===== src/rtl/core/gbmw_pkg.sv =====
// ----------------------------------------------------------------------------
// gbmw_pkg
// Types and constants for the masked-write GPIO bank with interrupt.
// ----------------------------------------------------------------------------
package gbmw_pkg;

  localparam int unsigned PinCountDefault = 16;
  localparam int unsigned BankWidth       = 16;
  localparam int unsigned KindWidth       = 2;
  localparam int unsigned SelWidth        = 4;
  localparam int unsigned WordWidth       = 32;
  localparam int unsigned MaskLsb         = 16;

  typedef enum logic [KindWidth-1:0] {
    KIND_IDLE  = 2'd0,
    KIND_READ  = 2'd1,
    KIND_WRITE = 2'd2
  } kind_e;

  typedef enum logic [SelWidth-1:0] {
    REG_OE     = 4'd0,
    REG_OUT    = 4'd1,
    REG_IN     = 4'd2,
    REG_POL    = 4'd3,
    REG_TYPE   = 4'd4,
    REG_IEN    = 4'd5,
    REG_STAT   = 4'd6,
    REG_MSEL   = 4'd7,
    REG_PULLUP = 4'd8
  } reg_sel_e;

  typedef struct packed {
    logic [KindWidth-1:0] kind;
    logic [SelWidth-1:0]  reg_select;
    logic [WordWidth-1:0] write_word;
    logic [BankWidth-1:0] pin_levels;
  } item_t;

  typedef struct packed {
    logic [BankWidth-1:0] read_word;
    logic [BankWidth-1:0] drive_levels;
    logic [BankWidth-1:0] drive_enables;
    logic [BankWidth-1:0] gpio_owned;
    logic [BankWidth-1:0] pullup_enables;
    logic                 bank_interrupt;
  } result_t;

endpackage


===== src/rtl/core/gbmw_in_if.sv =====
// ----------------------------------------------------------------------------
// gbmw_in_if
// Access channel: one bus access or idle tick plus the pin samples per item.
// ----------------------------------------------------------------------------
interface gbmw_in_if
  import gbmw_pkg::*;
();
  logic                 valid;
  logic                 ready;
  logic [KindWidth-1:0] kind;
  logic [SelWidth-1:0]  reg_select;
  logic [WordWidth-1:0] write_word;
  logic [BankWidth-1:0] pin_levels;

  modport source (output valid, kind, reg_select, write_word, pin_levels, input ready);
  modport sink   (input valid, kind, reg_select, write_word, pin_levels, output ready);
endinterface


===== src/rtl/core/gbmw_out_if.sv =====
// ----------------------------------------------------------------------------
// gbmw_out_if
// Result channel: read data, pin drive state and the bank interrupt.
// ----------------------------------------------------------------------------
interface gbmw_out_if
  import gbmw_pkg::*;
();
  logic                 valid;
  logic                 ready;
  logic [BankWidth-1:0] read_word;
  logic [BankWidth-1:0] drive_levels;
  logic [BankWidth-1:0] drive_enables;
  logic [BankWidth-1:0] gpio_owned;
  logic [BankWidth-1:0] pullup_enables;
  logic                 bank_interrupt;

  modport source (output valid, read_word, drive_levels, drive_enables, gpio_owned,
                  pullup_enables, bank_interrupt, input ready);
  modport sink   (input valid, read_word, drive_levels, drive_enables, gpio_owned,
                  pullup_enables, bank_interrupt, output ready);
endinterface


===== src/rtl/core/gbmw_in_stage.sv =====
// ----------------------------------------------------------------------------
// gbmw_in_stage
// Input register: captures one item and holds it until it advances.
// ----------------------------------------------------------------------------
module gbmw_in_stage
  import gbmw_pkg::*;
(
  input  logic  clk_i,
  input  logic  rst_ni,
  input  logic  valid_i,
  output logic  ready_o,
  input  item_t item_i,
  input  logic  advance_i,
  output logic  valid_o,
  output item_t item_o
);

  logic  valid_q, valid_d;
  item_t item_q;

  // Take a new item when empty or when the held one leaves this cycle.
  assign ready_o = !valid_q || advance_i;
  assign valid_d = ready_o ? valid_i : valid_q;

  always_ff @(posedge clk_i or negedge rst_ni) begin
    if (!rst_ni) begin
      valid_q <= 1'b0;
    end else begin
      valid_q <= valid_d;
    end
  end

  always_ff @(posedge clk_i) begin
    if (ready_o && valid_i) begin
      item_q <= item_i;
    end
  end

  assign valid_o = valid_q;
  assign item_o  = item_q;

`ifndef SYNTHESIS
  a_adv_needs_item: assert property (@(posedge clk_i) disable iff (!rst_ni)
    advance_i |-> valid_q)
    else $error("gbmw_in_stage: advance without a held item");
  a_hold_when_stalled: assert property (@(posedge clk_i) disable iff (!rst_ni)
    (valid_q && !advance_i) |=> (valid_q && $stable(item_q)))
    else $error("gbmw_in_stage: held item lost while stalled");
  a_fill_on_accept: assert property (@(posedge clk_i) disable iff (!rst_ni)
    (ready_o && valid_i) |=> valid_q)
    else $error("gbmw_in_stage: accepted item not held");
`endif

endmodule


===== src/rtl/core/gbmw_regs.sv =====
// ----------------------------------------------------------------------------
// gbmw_regs
// Register bank: read mux, masked writes, status capture and interrupt.
// ----------------------------------------------------------------------------
module gbmw_regs
  import gbmw_pkg::*;
#(
  parameter int unsigned PIN_COUNT = PinCountDefault
) (
  input  logic    clk_i,
  input  logic    rst_ni,
  input  logic    advance_i,
  input  item_t   item_i,
  output result_t result_o
);

  logic [PIN_COUNT-1:0] oe_q, out_q, pol_q, type_q, ien_q, stat_q, msel_q, pull_q, prev_q;
  logic [PIN_COUNT-1:0] oe_d, out_d, pol_d, type_d, ien_d, stat_d, msel_d, pull_d;
  logic [PIN_COUNT-1:0] pins, wr_mask, wr_val, stat_wr;
  logic [PIN_COUNT-1:0] at_pol, changed, level_set, edge_set;
  logic [BankWidth-1:0] rd_word;
  logic                 is_write;

  assign pins     = item_i.pin_levels[PIN_COUNT-1:0];
  assign wr_mask  = item_i.write_word[MaskLsb +: PIN_COUNT];
  assign wr_val   = item_i.write_word[PIN_COUNT-1:0];
  assign is_write = (item_i.kind == KIND_WRITE);

  // Read sees the registers as they stood before this item.
  always_comb begin
    rd_word = '0;
    if (item_i.kind == KIND_READ) begin
      unique case (item_i.reg_select)
        REG_OE:     rd_word = BankWidth'(oe_q);
        REG_OUT:    rd_word = BankWidth'(out_q);
        REG_IN:     rd_word = BankWidth'(pins);
        REG_POL:    rd_word = BankWidth'(pol_q);
        REG_TYPE:   rd_word = BankWidth'(type_q);
        REG_IEN:    rd_word = BankWidth'(ien_q);
        REG_STAT:   rd_word = BankWidth'(stat_q);
        REG_MSEL:   rd_word = BankWidth'(msel_q);
        REG_PULLUP: rd_word = BankWidth'(pull_q);
        default:    rd_word = '0;
      endcase
    end
  end

  always_comb begin
    oe_d    = oe_q;
    out_d   = out_q;
    pol_d   = pol_q;
    type_d  = type_q;
    ien_d   = ien_q;
    stat_wr = stat_q;
    msel_d  = msel_q;
    pull_d  = pull_q;
    if (is_write) begin
      unique case (item_i.reg_select)
        REG_OE:     oe_d    = (oe_q & ~wr_mask) | (wr_val & wr_mask);
        REG_OUT:    out_d   = (out_q & ~wr_mask) | (wr_val & wr_mask);
        REG_POL:    pol_d   = (pol_q & ~wr_mask) | (wr_val & wr_mask);
        REG_TYPE:   type_d  = (type_q & ~wr_mask) | (wr_val & wr_mask);
        REG_IEN:    ien_d   = (ien_q & ~wr_mask) | (wr_val & wr_mask);
        REG_STAT:   stat_wr = stat_q & ~wr_mask;
        REG_MSEL:   msel_d  = (msel_q & ~wr_mask) | (wr_val & wr_mask);
        REG_PULLUP: pull_d  = (pull_q & ~wr_mask) | (wr_val & wr_mask);
        default:    ;
      endcase
    end
  end

  // Capture uses polarity and type after this item's write; set beats clear.
  assign at_pol    = ~(pins ^ pol_d);
  assign changed   = pins ^ prev_q;
  assign level_set = at_pol & ~type_d;
  assign edge_set  = at_pol & changed & type_d;
  assign stat_d    = stat_wr | level_set | edge_set;

  always_ff @(posedge clk_i or negedge rst_ni) begin
    if (!rst_ni) begin
      oe_q   <= '0;
      out_q  <= '0;
      pol_q  <= '0;
      type_q <= '0;
      ien_q  <= '0;
      stat_q <= '0;
      msel_q <= '0;
      pull_q <= '0;
      prev_q <= '0;
    end else if (advance_i) begin
      oe_q   <= oe_d;
      out_q  <= out_d;
      pol_q  <= pol_d;
      type_q <= type_d;
      ien_q  <= ien_d;
      stat_q <= stat_d;
      msel_q <= msel_d;
      pull_q <= pull_d;
      prev_q <= pins;
    end
  end

  always_comb begin
    result_o.read_word      = rd_word;
    result_o.drive_levels   = BankWidth'(out_d);
    result_o.drive_enables  = BankWidth'(oe_d);
    result_o.gpio_owned     = BankWidth'(msel_d);
    result_o.pullup_enables = BankWidth'(pull_d);
    result_o.bank_interrupt = |(stat_d & ien_d & ~oe_d);
  end

`ifndef SYNTHESIS
  a_state_holds: assert property (@(posedge clk_i) disable iff (!rst_ni)
    !advance_i |=> ($stable(stat_q) && $stable(oe_q) && $stable(prev_q)))
    else $error("gbmw_regs: state changed without an item");
  a_level_sets: assert property (@(posedge clk_i) disable iff (!rst_ni)
    advance_i |=> ((stat_q & $past(level_set)) == $past(level_set)))
    else $error("gbmw_regs: level match did not set status");
  a_prev_tracks: assert property (@(posedge clk_i) disable iff (!rst_ni)
    advance_i |=> (prev_q == $past(pins)))
    else $error("gbmw_regs: previous pin sample not updated");
  a_read_side_effect_free: assert property (@(posedge clk_i) disable iff (!rst_ni)
    (advance_i && !is_write) |=> ($stable(oe_q) && $stable(out_q) && $stable(ien_q)))
    else $error("gbmw_regs: register changed without a write");
`endif

endmodule


===== src/rtl/core/gpio_bank_masked_write_irq.sv =====
// ----------------------------------------------------------------------------
// gpio_bank_masked_write_irq
// GPIO bank with masked register writes, pin status capture and interrupt.
// ----------------------------------------------------------------------------
//  port     | dir | carries
//  item_i   | in  | kind, reg_select, write_word, pin_levels
//  result_o | out | read_word, drive levels/enables, ownership, pullups, irq
//
//  The result is valid once the item has passed the input register and then the
//  result register; one item per cycle sustained while the result is taken, set by
//  the single input register and result register pair.
//  All register bank state updates as an item moves into the result register.
//  Reset clears every bank register and the previous pin sample to zero.
//  A stalled result holds the input register; item_i.ready drops only when
//  both registers are full and the result is not taken.
// ----------------------------------------------------------------------------
module gpio_bank_masked_write_irq
  import gbmw_pkg::*;
#(
  parameter int unsigned PIN_COUNT = PinCountDefault
) (
  input  logic            clk_i,
  input  logic            rst_ni,
  gbmw_in_if.sink         item_i,
  gbmw_out_if.source      result_o
);

  item_t   in_item, s1_item;
  result_t res_d, res_q;
  logic    s1_valid, advance, out_valid_q;

  assign in_item.kind       = item_i.kind;
  assign in_item.reg_select = item_i.reg_select;
  assign in_item.write_word = item_i.write_word;
  assign in_item.pin_levels = item_i.pin_levels;

  // Move the held item on when the result register is free or being drained.
  assign advance = s1_valid && (!out_valid_q || result_o.ready);

  gbmw_in_stage u_in_stage (
    .clk_i     (clk_i),
    .rst_ni    (rst_ni),
    .valid_i   (item_i.valid),
    .ready_o   (item_i.ready),
    .item_i    (in_item),
    .advance_i (advance),
    .valid_o   (s1_valid),
    .item_o    (s1_item)
  );

  gbmw_regs #(
    .PIN_COUNT (PIN_COUNT)
  ) u_regs (
    .clk_i     (clk_i),
    .rst_ni    (rst_ni),
    .advance_i (advance),
    .item_i    (s1_item),
    .result_o  (res_d)
  );

  always_ff @(posedge clk_i or negedge rst_ni) begin
    if (!rst_ni) begin
      out_valid_q <= 1'b0;
    end else if (!out_valid_q || result_o.ready) begin
      out_valid_q <= s1_valid;
    end
  end

  always_ff @(posedge clk_i) begin
    if (advance) begin
      res_q <= res_d;
    end
  end

  assign result_o.valid          = out_valid_q;
  assign result_o.read_word      = res_q.read_word;
  assign result_o.drive_levels   = res_q.drive_levels;
  assign result_o.drive_enables  = res_q.drive_enables;
  assign result_o.gpio_owned     = res_q.gpio_owned;
  assign result_o.pullup_enables = res_q.pullup_enables;
  assign result_o.bank_interrupt = res_q.bank_interrupt;

`ifndef SYNTHESIS
  a_backpressure_only_full: assert property (@(posedge clk_i) disable iff (!rst_ni)
    !item_i.ready |-> (s1_valid && out_valid_q && !result_o.ready))
    else $error("top: input stalled while a stage had room");
  a_result_from_stage: assert property (@(posedge clk_i) disable iff (!rst_ni)
    $rose(out_valid_q) |-> $past(advance))
    else $error("top: result appeared without an item advancing");
  a_result_stable_stalled: assert property (@(posedge clk_i) disable iff (!rst_ni)
    (out_valid_q && !result_o.ready) |=> $stable(res_q))
    else $error("top: stalled result overwritten");
`endif

endmodule


===== src/flat_wrapper.sv =====
// flat-port wrapper written by rule: the top's interface ports become plain ports
module gpio_bank_masked_write_irq_flat import gbmw_pkg::*;
#(
  parameter int unsigned PIN_COUNT = PinCountDefault
)
  (clk_i, rst_ni, item_i_valid, item_i_kind, item_i_reg_select, item_i_write_word, item_i_pin_levels, item_i_ready, result_o_valid, result_o_read_word, result_o_drive_levels, result_o_drive_enables, result_o_gpio_owned, result_o_pullup_enables, result_o_bank_interrupt, result_o_ready);
  gbmw_in_if item_i_i ();
  gbmw_out_if result_o_i ();
  input  logic clk_i;
  input  logic rst_ni;
  input wire logic [$bits(item_i_i.valid)-1:0] item_i_valid;
  input wire logic [$bits(item_i_i.kind)-1:0] item_i_kind;
  input wire logic [$bits(item_i_i.reg_select)-1:0] item_i_reg_select;
  input wire logic [$bits(item_i_i.write_word)-1:0] item_i_write_word;
  input wire logic [$bits(item_i_i.pin_levels)-1:0] item_i_pin_levels;
  output wire logic [$bits(item_i_i.ready)-1:0] item_i_ready;
  output wire logic [$bits(result_o_i.valid)-1:0] result_o_valid;
  output wire logic [$bits(result_o_i.read_word)-1:0] result_o_read_word;
  output wire logic [$bits(result_o_i.drive_levels)-1:0] result_o_drive_levels;
  output wire logic [$bits(result_o_i.drive_enables)-1:0] result_o_drive_enables;
  output wire logic [$bits(result_o_i.gpio_owned)-1:0] result_o_gpio_owned;
  output wire logic [$bits(result_o_i.pullup_enables)-1:0] result_o_pullup_enables;
  output wire logic [$bits(result_o_i.bank_interrupt)-1:0] result_o_bank_interrupt;
  input wire logic [$bits(result_o_i.ready)-1:0] result_o_ready;
  assign item_i_i.valid = item_i_valid;
  assign item_i_i.kind = item_i_kind;
  assign item_i_i.reg_select = item_i_reg_select;
  assign item_i_i.write_word = item_i_write_word;
  assign item_i_i.pin_levels = item_i_pin_levels;
  assign item_i_ready = item_i_i.ready;
  assign result_o_valid = result_o_i.valid;
  assign result_o_read_word = result_o_i.read_word;
  assign result_o_drive_levels = result_o_i.drive_levels;
  assign result_o_drive_enables = result_o_i.drive_enables;
  assign result_o_gpio_owned = result_o_i.gpio_owned;
  assign result_o_pullup_enables = result_o_i.pullup_enables;
  assign result_o_bank_interrupt = result_o_i.bank_interrupt;
  assign result_o_i.ready = result_o_ready;
  gpio_bank_masked_write_irq #(.PIN_COUNT(PIN_COUNT)) u_core (.clk_i(clk_i), .rst_ni(rst_ni), .item_i(item_i_i), .result_o(result_o_i));
endmodule

===== config.mk =====
export PLATFORM = sky130hd
export DESIGN_NAME = gpio_bank_masked_write_irq_flat
export DESIGN_NICKNAME = d
export VERILOG_FILES = /design/src/rtl/core/gbmw_pkg.sv /design/src/rtl/core/gbmw_in_if.sv /design/src/rtl/core/gbmw_out_if.sv /design/src/rtl/core/gbmw_in_stage.sv /design/src/rtl/core/gbmw_regs.sv /design/src/rtl/core/gpio_bank_masked_write_irq.sv /design/src/flat_wrapper.sv
export SDC_FILE = /design/constraint.sdc
export NUM_CORES = 1
export LEC_CHECK = 0
export ABC_AREA = 0
export BUFFER_PORTS_ARGS = -buffer_cell sky130_fd_sc_hd__clkbuf_2
export CAP_MARGIN = 20
export CORE_UTILIZATION = 35
export CTS_BUF_LIST = sky130_fd_sc_hd__clkbuf_8 sky130_fd_sc_hd__clkbuf_16
export CTS_CLUSTER_SIZE = 20
export DETAILED_ROUTE_END_ITERATION = 8
export GPL_TIMING_DRIVEN = 0
export HOLD_SLACK_MARGIN = 0.08
export SLEW_MARGIN = 20
export SYNTH_ARGS = -nofsm -noshare
export SYNTH_HDL_FRONTEND = slang
export SYNTH_SLANG_ARGS = --single-unit
export TNS_END_PERCENT = 20

===== constraint.sdc =====
create_clock -name clk_i -period 4.5 [get_ports clk_i]
set_input_delay 0.9 -clock clk_i [delete_from_list [all_inputs] [get_ports clk_i]]
set_output_delay 0.9 -clock clk_i [all_outputs]
set_load 0.1 [all_outputs]

# After elaboration in Yosys (flattened, before gate mapping)
# Index checks and enable logic that the tools add are counted.
totals:
  reg_bits: 281
  input_bits: 58
  output_inout_bits: 83
  wordCells: 85
classes:
  eq_ne: 10
  n_mux: 17
  bitwise: 29
  n_reduce_logical: 8
op_table:
  columns: ["cell", "count"]
  rows:
  - ["2-to-1 mux 16 bit", 16]
  - ["bitwise AND 16 bit", 14]
  - ["bitwise OR 16 bit", 9]
  - ["case mux 16 bit (9 select lines)", 1]
  - ["NOT 16 bit", 4]
  - ["bitwise XOR 16 bit", 2]
  - ["== test 4 x 3 -> 1 bit, second input constant", 4]
  - ["OR reduction 16 bit", 1]
  - ["== test 4 x 2 -> 1 bit, second input constant", 2]
  - ["== test 4 x 1 -> 1 bit, second input constant", 1]
  - ["== test 4 bit, second input constant", 1]
  - ["logical NOT 4 bit", 1]
  - ["== test 2 x 1 -> 1 bit, second input constant", 1]
  - ["== test 2 bit, second input constant", 1]
  - ["logical AND 1 bit", 2]
  - ["logical NOT 1 bit", 2]
  - ["logical OR 1 bit", 2]

# Longest topological paths before layout
# Gate-level depths: netlist of run 1.
logic_depth:
  depth_word: 13
  ltp_mapped: 10
  mapped_depth_nobuf: 7

# Cells and area by module
# Synthesis of run 1 repeated with hierarchy kept, for this count alone.
hier_totals:
  cells_unflattened: 1209
  area_unflattened_um2: 13415.4
modules_own_cells:
  columns: ["module", "n_inst", "cells_per_inst", "area_per_inst_um2", "seq_area_each_um2"]
  rows:
  - ["gbmw_regs", 1, 1066, 9263.9, 3603.5]
  - ["gpio_bank_masked_write_irq", 1, 85, 2476.1, 2457.4]
  - ["gbmw_in_stage", 1, 58, 1675.4, 1646.6]

# Worst setup path before layout of run 1
# Ideal clock, no wire load.
synth_timing:
  path_type: "input -> register"
  start: "in result_o_ready"
  end: "reg u_core.res_q, in the netlist u_core.result_o.bank_interrupt, enable pin"
  arrival_ns: 4.016
  path_slack_ns: 0.007
  stages: 5
  n_path_buf: 2
  path_cell_list: "nand2b_1 > nand2_1 > inv_2 > clkbuf_1 > buf_1"
synth_via:
  elab_chain_cells: 2
synth_lines:
  columns: ["element", "line", "text"]
  rows:
  - ["from (decl)", "flat_wrapper.sv:24", "input wire logic [$bits(result_o_i.ready)-1:0] result_o_ready;"]
  - ["logical OR 1 bit", "gpio_bank_masked_write_irq.sv:38", "assign advance = s1_valid && (!out_valid_q || result_o.ready);"]
  - ["logical AND 1 bit", "gpio_bank_masked_write_irq.sv:38", null]
  - ["named net u_core.advance", "gpio_bank_masked_write_irq.sv:30", "logic s1_valid, advance, out_valid_q;"]
  - ["to (signal assigned)", "gpio_bank_masked_write_irq.sv:71", "res_q <= res_d;"]
  - ["to (decl)", "gpio_bank_masked_write_irq.sv:29", "result_t res_d, res_q;"]
# The timed path passes the listed nets, and every way through them passes these cells.
# A chain may end at the register's enable or synchronous reset.

# Worst setup path after layout of run 1
layout_timing:
  start: "reg u_core.u_in_stage.item_q, in the netlist u_core.u_in_stage.item_o[51]"
  end: "reg u_core.res_q, in the netlist u_core.result_o.read_word[13] (data pin)"
layout_via:
  elab_chain_cells: 2
layout_lines:
  columns: ["element", "line", "text"]
  rows:
  - ["from (decl)", "gbmw_in_stage.sv:19", "item_t item_q;"]
  - ["from (signal assigned)", "gbmw_in_stage.sv:35", "item_q <= item_i;"]
  - ["== test 4 bit, or another cell as far along", "gbmw_regs.sv:33", "unique case (item_i.reg_select)"]
  - ["case mux 16 bit (9 select lines) (*)", "gbmw_regs.sv:33", null]
# Mark *: on every way between the ends. The rest lies on a longest branch, timed or not.

==> impl_metrics.yaml, run 1 <==
global_route:
  grt_start_max_net_pins: 74
  gr-total-overflow: 0
  grt_pass1_wl_um: 71800
  antenna_found_initial: 0
  grt_pass1_vias: 11000
  grt_usage: 0.256
setup_path:
  crit_buf_inv: 4
  crit_type: "reg -> reg"
  worstSetupEndpointType: "flip-flop"
  slowest_stage: "buf_1"
  worstPathCellList: "buf_6, clkbuf_1, buf_1, nand2b_1, nand3b_1, clkbuf_1, a31oi_1"
  arrival_ns: 4.55
  cpMostUsedCell: "clkbuf_1"
  crit_cells: 7
  cp.required_ns: 4.72
  cp-start-kind: "flip-flop"
  r2r_cells: 7
  cp_slowest_stage_delay_ns: 0.88
  crit_fanout: 10
  cp_top_family: "buffers and inverters"
timing:
  grt_setup_unrepaired: "no"
  relSlewSlack: 0.216
  finClkSkew_ns: 0.0300
  post-route-period-util: 0.961
  max_freq_ghz: 0.231
  slew_violations: 0
  period_needed_ns: 4.33
  tns_ns: 0
  setup_violations: 0
  hold_viol: 0
  setup_ws_ns: 0.174
  tightestPinTransition_ns: 1.18
  timing.hold.ws_ns: 0.238
detailed_routing:
  drt_iter0_markers: 1390
  vias: 11500
  drt_first_pass_iters: 5
  drt-wirelength-per-cell_um: 24.9
  postRouteAntennaNets: 0
  viasPerCell: 5.69
  routed_wl_um: 50100
  drc: 0
die:
  rows: 71
  die_w_um: 198
  dieArea_sq_mm: 0.0393
  core_region_area_sq_mm: 0.0378
  die_y_um: 198
  ios: 141
  initial_core_util: 0.357
placed_design:
  place_inst: 1953
  place_ws_ns: 0.447
  dp_hpwl_um: 32500
  port_buffers: 140
  routabilityCongestion: 1.02
pwr:
  switchingPower_w: 0.00289
  swShare: 0.353
  p_per_area_mw_per_mm2: 506
  seq_power_share: 0.413
  clockPowerShare: 0.352
  p_int_w: 0.00528
  combinationalPowerShare: 0.235
  cellLeakagePower_nw: 6.84
  peakVddDrop_v: 0.000251
clocking:
  cts_buffer_depth: 3
  clock_latency_ns: 0.56
  cts_resized: 0
  cts_setup_buffers: 0
  clkSlewWorstSetupHoldPaths_ns: 0.06
  cts_tree: "built"
  holdBufCountCts: 0
  cts_made_buffers: 34
  h-tree-depth: 2
  cts.sinks: 281
  cts-root-buf: "clkbuf_16"
logic_synthesis:
  synthDistinctLibCells: 51
  yosysWarnings: 0
  synth_compound_area_frac: 0.135
  syn_nets: 1354
  synthCells: 1296
  synth-seq-area-share: 0.572
  synth_ff_type: "dfrtp_1"
  synth-edff-count: 135
  synthSimpleGateAreaFrac: 0.173
  ys_ff_latch: 281
  synthArstFlopShare: 0.520
  syn_avg_cell_area_sq_um: 10.4
  synth_fa_ha_area_frac: 0
  synth_area_sq_mm: 0.0135
  synth_top_family_by_area: "simple AND/OR/NAND/NOR gates"
  synth_mux_area_frac: 0.0816
  synth-xor-area-share: 0
finish:
  stdcell_count: 2015
  final_common_cell: "nand2_1"
  fill_cells: 3617
  fin_nets: 1536
  layout_common_cells: "nand2_1 (269), dfrtp_1 (146), clkbuf_2 (139), o21ai_0 (135), edfxtp_1 (135)"
  drive_gt1_frac: 0.204
  area_growth_pct: 19.8
  n_antenna_cell: 0
status:
  status: "finished clean"
worst_hold_path:
  hold_class: "in -> async"
job:
  maxCapViolCount: 0
-- layer usage --
layer	track usage	up-vias	part of all wire	wire length, um
li1	-	5018	-	-
met1	0.349	5551	0.41	20600
met2	0.380	715	0.44	21800
met3	0.0494	178	0.099	4960
met4	0.146	0	0.053	2680
met5	0	-	0	0
-- path summary, 6_finish.rpt --
path | startpoint | end | slack (ns)
worst max register to register | u_core.u_in_stage.item_o[51] | u_core.result_o.read_word[13] | 0.17
worst min register to register | u_core.u_regs.pull_q[6] | u_core.u_regs.pull_q[6] | 0.50
worst max-delay path | u_core.u_in_stage.item_o[51] | u_core.result_o.read_word[13] | 0.17
min in group clk_i | u_core.u_regs.pull_q[6] | u_core.u_regs.pull_q[6] | 0.50
max in group asynchronous | rst_ni | u_core.u_regs.ien_q[1] | 3.30
worst min-delay path | rst_ni | u_core.u_regs.pull_q[9] | 0.24
-- state kept, by name (all words and copies together) (netlist names), 16 cells and up --
name,flops
u_core.u_regs.out_q,16
u_core.result_o.read_word,16
u_core.result_o.drive_enables,16
u_core.u_regs.type_q,16
u_core.result_o.gpio_owned,16
u_core.result_o.drive_levels,16
u_core.u_regs.stat_q,16
u_core.u_regs.oe_q,16
u_core.u_regs.msel_q,16
u_core.u_regs.prev_q,16
u_core.u_regs.pol_q,16
u_core.result_o.pullup_enables,16
u_core.u_regs.ien_q,16
u_core.u_regs.pull_q,16
u_core.u_in_stage.item_o,54
-- power by group through the flow --
stage	Clock (W)	Sequential [W]	Combinational, W
global route	0.00302	0.00341	0.00202
finish	0.00288	0.00337	0.00192
floorplan	0	0.00408	0.000675
global placement	0	0.00342	0.00185
detailed placement	0	0.00341	0.00190
CTS	0.00293	0.00337	0.00190
-- synth_stat cells, types with 10 or more instances --
cell	number	area [sq um]
and2_1	13	81.3
nand3b_1	22	165
a41oi_1	13	114
clkbuf_1	54	203
nand2_1	269	1010
a31oi_1	21	131
a21oi_1	11	55.1
o211ai_1	15	113
buf_2	20	100
buf_1	10	37.5
edfxtp_1	135	4050
and3b_1	17	149
nand3_1	61	305
a22oi_1	40	300
inv_1	37	139
a22o_1	12	105
mux2i_1	30	300
dfrtp_1	146	3650
nor2_1	87	327
a221oi_1	12	105
o21ai_0	135	676
mux2_2	71	800
-- area by class of cell --
type	count	area [sq um]	area share
buffer	87	375	0.0232
clock buffer	38	940	0.0582
clock inverter	24	221	0.0137
inverter	38	143	0.00883
multi-input combinational	890	5270	0.326
sequential	281	7710	0.477
tap	511	639	0.0396
timing repair buffer	146	852	0.0528
-- stage by stage --
| stage | utilization | total power [W] | cell area [sq um] |
|---|---|---|---|
| after global placement | 0.392 | 0.00527 | 14800 |
| after detailed placement | 0.397 | 0.00531 | 15000 |
| final | 0.428 | 0.00817 | 16100 |
| after floorplan | - | 0.00476 | 13500 |
| after CTS | 0.428 | 0.00820 | 16100 |
| after global routing | 0.428 | 0.00845 | 16100 |
-- cells by family after synthesis --
| logic type | after synthesis |
|---|---|
| buf+inv | 125 |
| simple gates | 504 |
| mux | 101 |
| flops | 281 |
| compound gates | 285 |
Power figures use the tool's default switching activity.
==> run 2, diff against run 1 <==
--- a/config.mk
+++ b/config.mk
@@ -8,12 +8,15 @@
 export ABC_AREA = 0
 export BUFFER_PORTS_ARGS = -buffer_cell sky130_fd_sc_hd__clkbuf_2
 export CAP_MARGIN = 20
+export CELL_PAD_IN_SITES_DETAIL_PLACEMENT = 0
+export CELL_PAD_IN_SITES_GLOBAL_PLACEMENT = 1
 export CORE_UTILIZATION = 35
 export CTS_BUF_LIST = sky130_fd_sc_hd__clkbuf_8 sky130_fd_sc_hd__clkbuf_16
 export CTS_CLUSTER_SIZE = 20
 export DETAILED_ROUTE_END_ITERATION = 8
 export GPL_TIMING_DRIVEN = 0
 export HOLD_SLACK_MARGIN = 0.08
+export PLACE_DENSITY_LB_ADDON = 0.1
 export SLEW_MARGIN = 20
 export SYNTH_ARGS = -nofsm -noshare
 export SYNTH_HDL_FRONTEND = slang
==> run 2 against run 1 <==
Against the previous run:
- first-iteration DRC count shrank 25%
- register-to-register slack gained 0.05 ns
- cell count grew 0.20%
- sequential power is essentially flat
- die area is the same
- worst hold slack gained 0.018 ns
- critical path depth is the same
- combinational power is essentially flat
- critical path type unchanged
- largest power group unchanged
- highest routed layer unchanged
==> impl_metrics.yaml, run 2 (synthesized netlist as in run 1, its figures left out) <==
timing:
  period_needed_ns: 4.28
  hold_viol: 0
  setup_violations: 0
  post-route-period-util: 0.950
  grt_setup_unrepaired: "no"
  timing.hold.ws_ns: 0.256
  max_freq_ghz: 0.234
  finClkSkew_ns: 0.0212
  relSlewSlack: 0.180
  slew_violations: 0
  tightestPinTransition_ns: 1.23
clocking:
  cts_made_buffers: 35
  cts_setup_buffers: 0
  holdBufCountCts: 0
  cts.sinks: 281
  clkSlewWorstSetupHoldPaths_ns: 0.06
  cts-root-buf: "clkbuf_16"
  clock_latency_ns: 0.57
  cts_resized: 0
  cts_tree: "built"
  h-tree-depth: 2
  cts_buffer_depth: 3
finish:
  stdcell_area_sq_mm: 0.0162
  final_common_cell: "nand2_1"
  stdcell_count: 2019
  layout_common_cells: "nand2_1 (269), dfrtp_1 (146), clkbuf_2 (143), o21ai_0 (135), edfxtp_1 (135)"
  fill_cells: 3694
  area_growth_pct: 20.5
  drive_gt1_frac: 0.211
  n_antenna_cell: 0
  fin_util: 0.430
  largest_reg_flops: 54
  fin_nets: 1539
pwr:
  swShare: 0.355
  clockPowerShare: 0.357
  switchingPower_w: 0.00294
  cellLeakagePower_nw: 6.90
  total_power_w: 0.00826
  p_per_area_mw_per_mm2: 509
  peakVddDrop_v: 0.000313
  seq_power_share: 0.408
  p_int_w: 0.00533
  combinationalPowerShare: 0.234
die:
  dieArea_sq_mm: 0.0393
  initial_core_util: 0.357
  die_w_um: 198
  rows: 71
  ios: 141
  die_y_um: 198
  core_region_area_sq_mm: 0.0378
detailed_routing:
  viasPerCell: 5.59
  drt_iter0_markers: 1036
  drt_first_pass_iters: 5
  drc: 0
  routed_wl_um: 53700
  postRouteAntennaNets: 0
  vias: 11300
  drt-wirelength-per-cell_um: 26.6
global_route:
  grt_pass1_vias: 10900
  use_met3: 0.0496
  use_met1: 0.392
  met2_usage: 0.420
  grt_start_max_net_pins: 65
  grt_pass1_wl_um: 77000
  antenna_found_initial: 1
  gr-total-overflow: 0
  top_usage_layer: "met2"
  grt_usage: 0.279
placed_design:
  place_inst: 1955
  routabilityCongestion: 0.918
  placed_cell_area_sq_mm: 0.0151
  dp_hpwl_um: 34900
  port_buffers: 140
setup_path:
  crit_fanout: 10
  crit_type: "reg -> reg"
  arrival_ns: 4.53
  cp.required_ns: 4.75
  r2r_cells: 7
  cp-start-kind: "flip-flop"
  worstSetupEndpointType: "flip-flop"
job:
  maxCapViolCount: 0
status:
  status: "finished clean"
worst_hold_path:
  hold_class: "in -> async"
-- run 2: changes by cell type in the layout (fill, tap and decap cells not counted), moves of 3 or more --
cell | before | now
buf_16 | 3 | 6
clkbuf_1 | 54 | 50
clkbuf_2 | 139 | 143
inv_6 | 0 | 3
-- run 2: layout make-up --
cell class / instances / area, sq um / area share
Sequential cell: 281 / 7710 / 0.474
Buffer: 87 / 383 / 0.0236
Multi-Input combinational cell: 890 / 5280 / 0.325
Inverter: 38 / 143 / 0.00878
Tap cell: 511 / 639 / 0.0394
Timing Repair Buffer: 148 / 910 / 0.0560
Clock buffer: 38 / 917 / 0.0565
Clock inverter: 26 / 269 / 0.0166
-- run 2: critical path: stages, from the launching register on --
cell	delay, ns
edfxtp_1	0.41
buf_6	0.16
clkbuf_1	0.90
buf_1	0.94
nand2b_1	0.11
nand3b_1	0.51
clkbuf_1	0.73
a31oi_1	0.17
-- run 2: metal layers --
metal	share of wire	routed length, um	vias up
li1	-	-	5041
met1	0.44	23800	5610
met2	0.44	23800	521
met3	0.076	4090	117
met4	0.037	2010	0
met5	0	0	-
-- run 2: final timing paths --
check | startpoint | to | slack (ns)
max | u_core.u_in_stage.item_o[51] | u_core.result_o.read_word[10] | 0.22
min | rst_ni | u_core.u_regs.oe_q[8] | 0.26
min reg2reg | u_core.u_regs.pull_q[6] | u_core.u_regs.pull_q[6] | 0.50
max reg2reg | u_core.u_in_stage.item_o[51] | u_core.result_o.read_word[10] | 0.22
max in group asynchronous | rst_ni | u_core.u_regs.out_q[15] | 3.24
min in group clk_i | u_core.u_regs.pull_q[6] | u_core.u_regs.pull_q[6] | 0.50
-- run 2: through the flow --
stage                     setup slack [ns]  TNS [ns]
final                                0.224         0
after global routing                 0.111         0
after CTS                            0.326         0
after detailed placement             0.318         0
after global placement               -2.20   -277.86
after floorplan                    0.00747         0
-- run 2: power by group through the flow --
stage | combinational, W | sequential [W] | clock, W
floorplan | 0.000675 | 0.00408 | 0
global placement | 0.00188 | 0.00342 | 0
detailed placement | 0.00193 | 0.00341 | 0
CTS | 0.00193 | 0.00337 | 0.00301
global route | 0.00206 | 0.00341 | 0.00310
finish | 0.00194 | 0.00337 | 0.00295
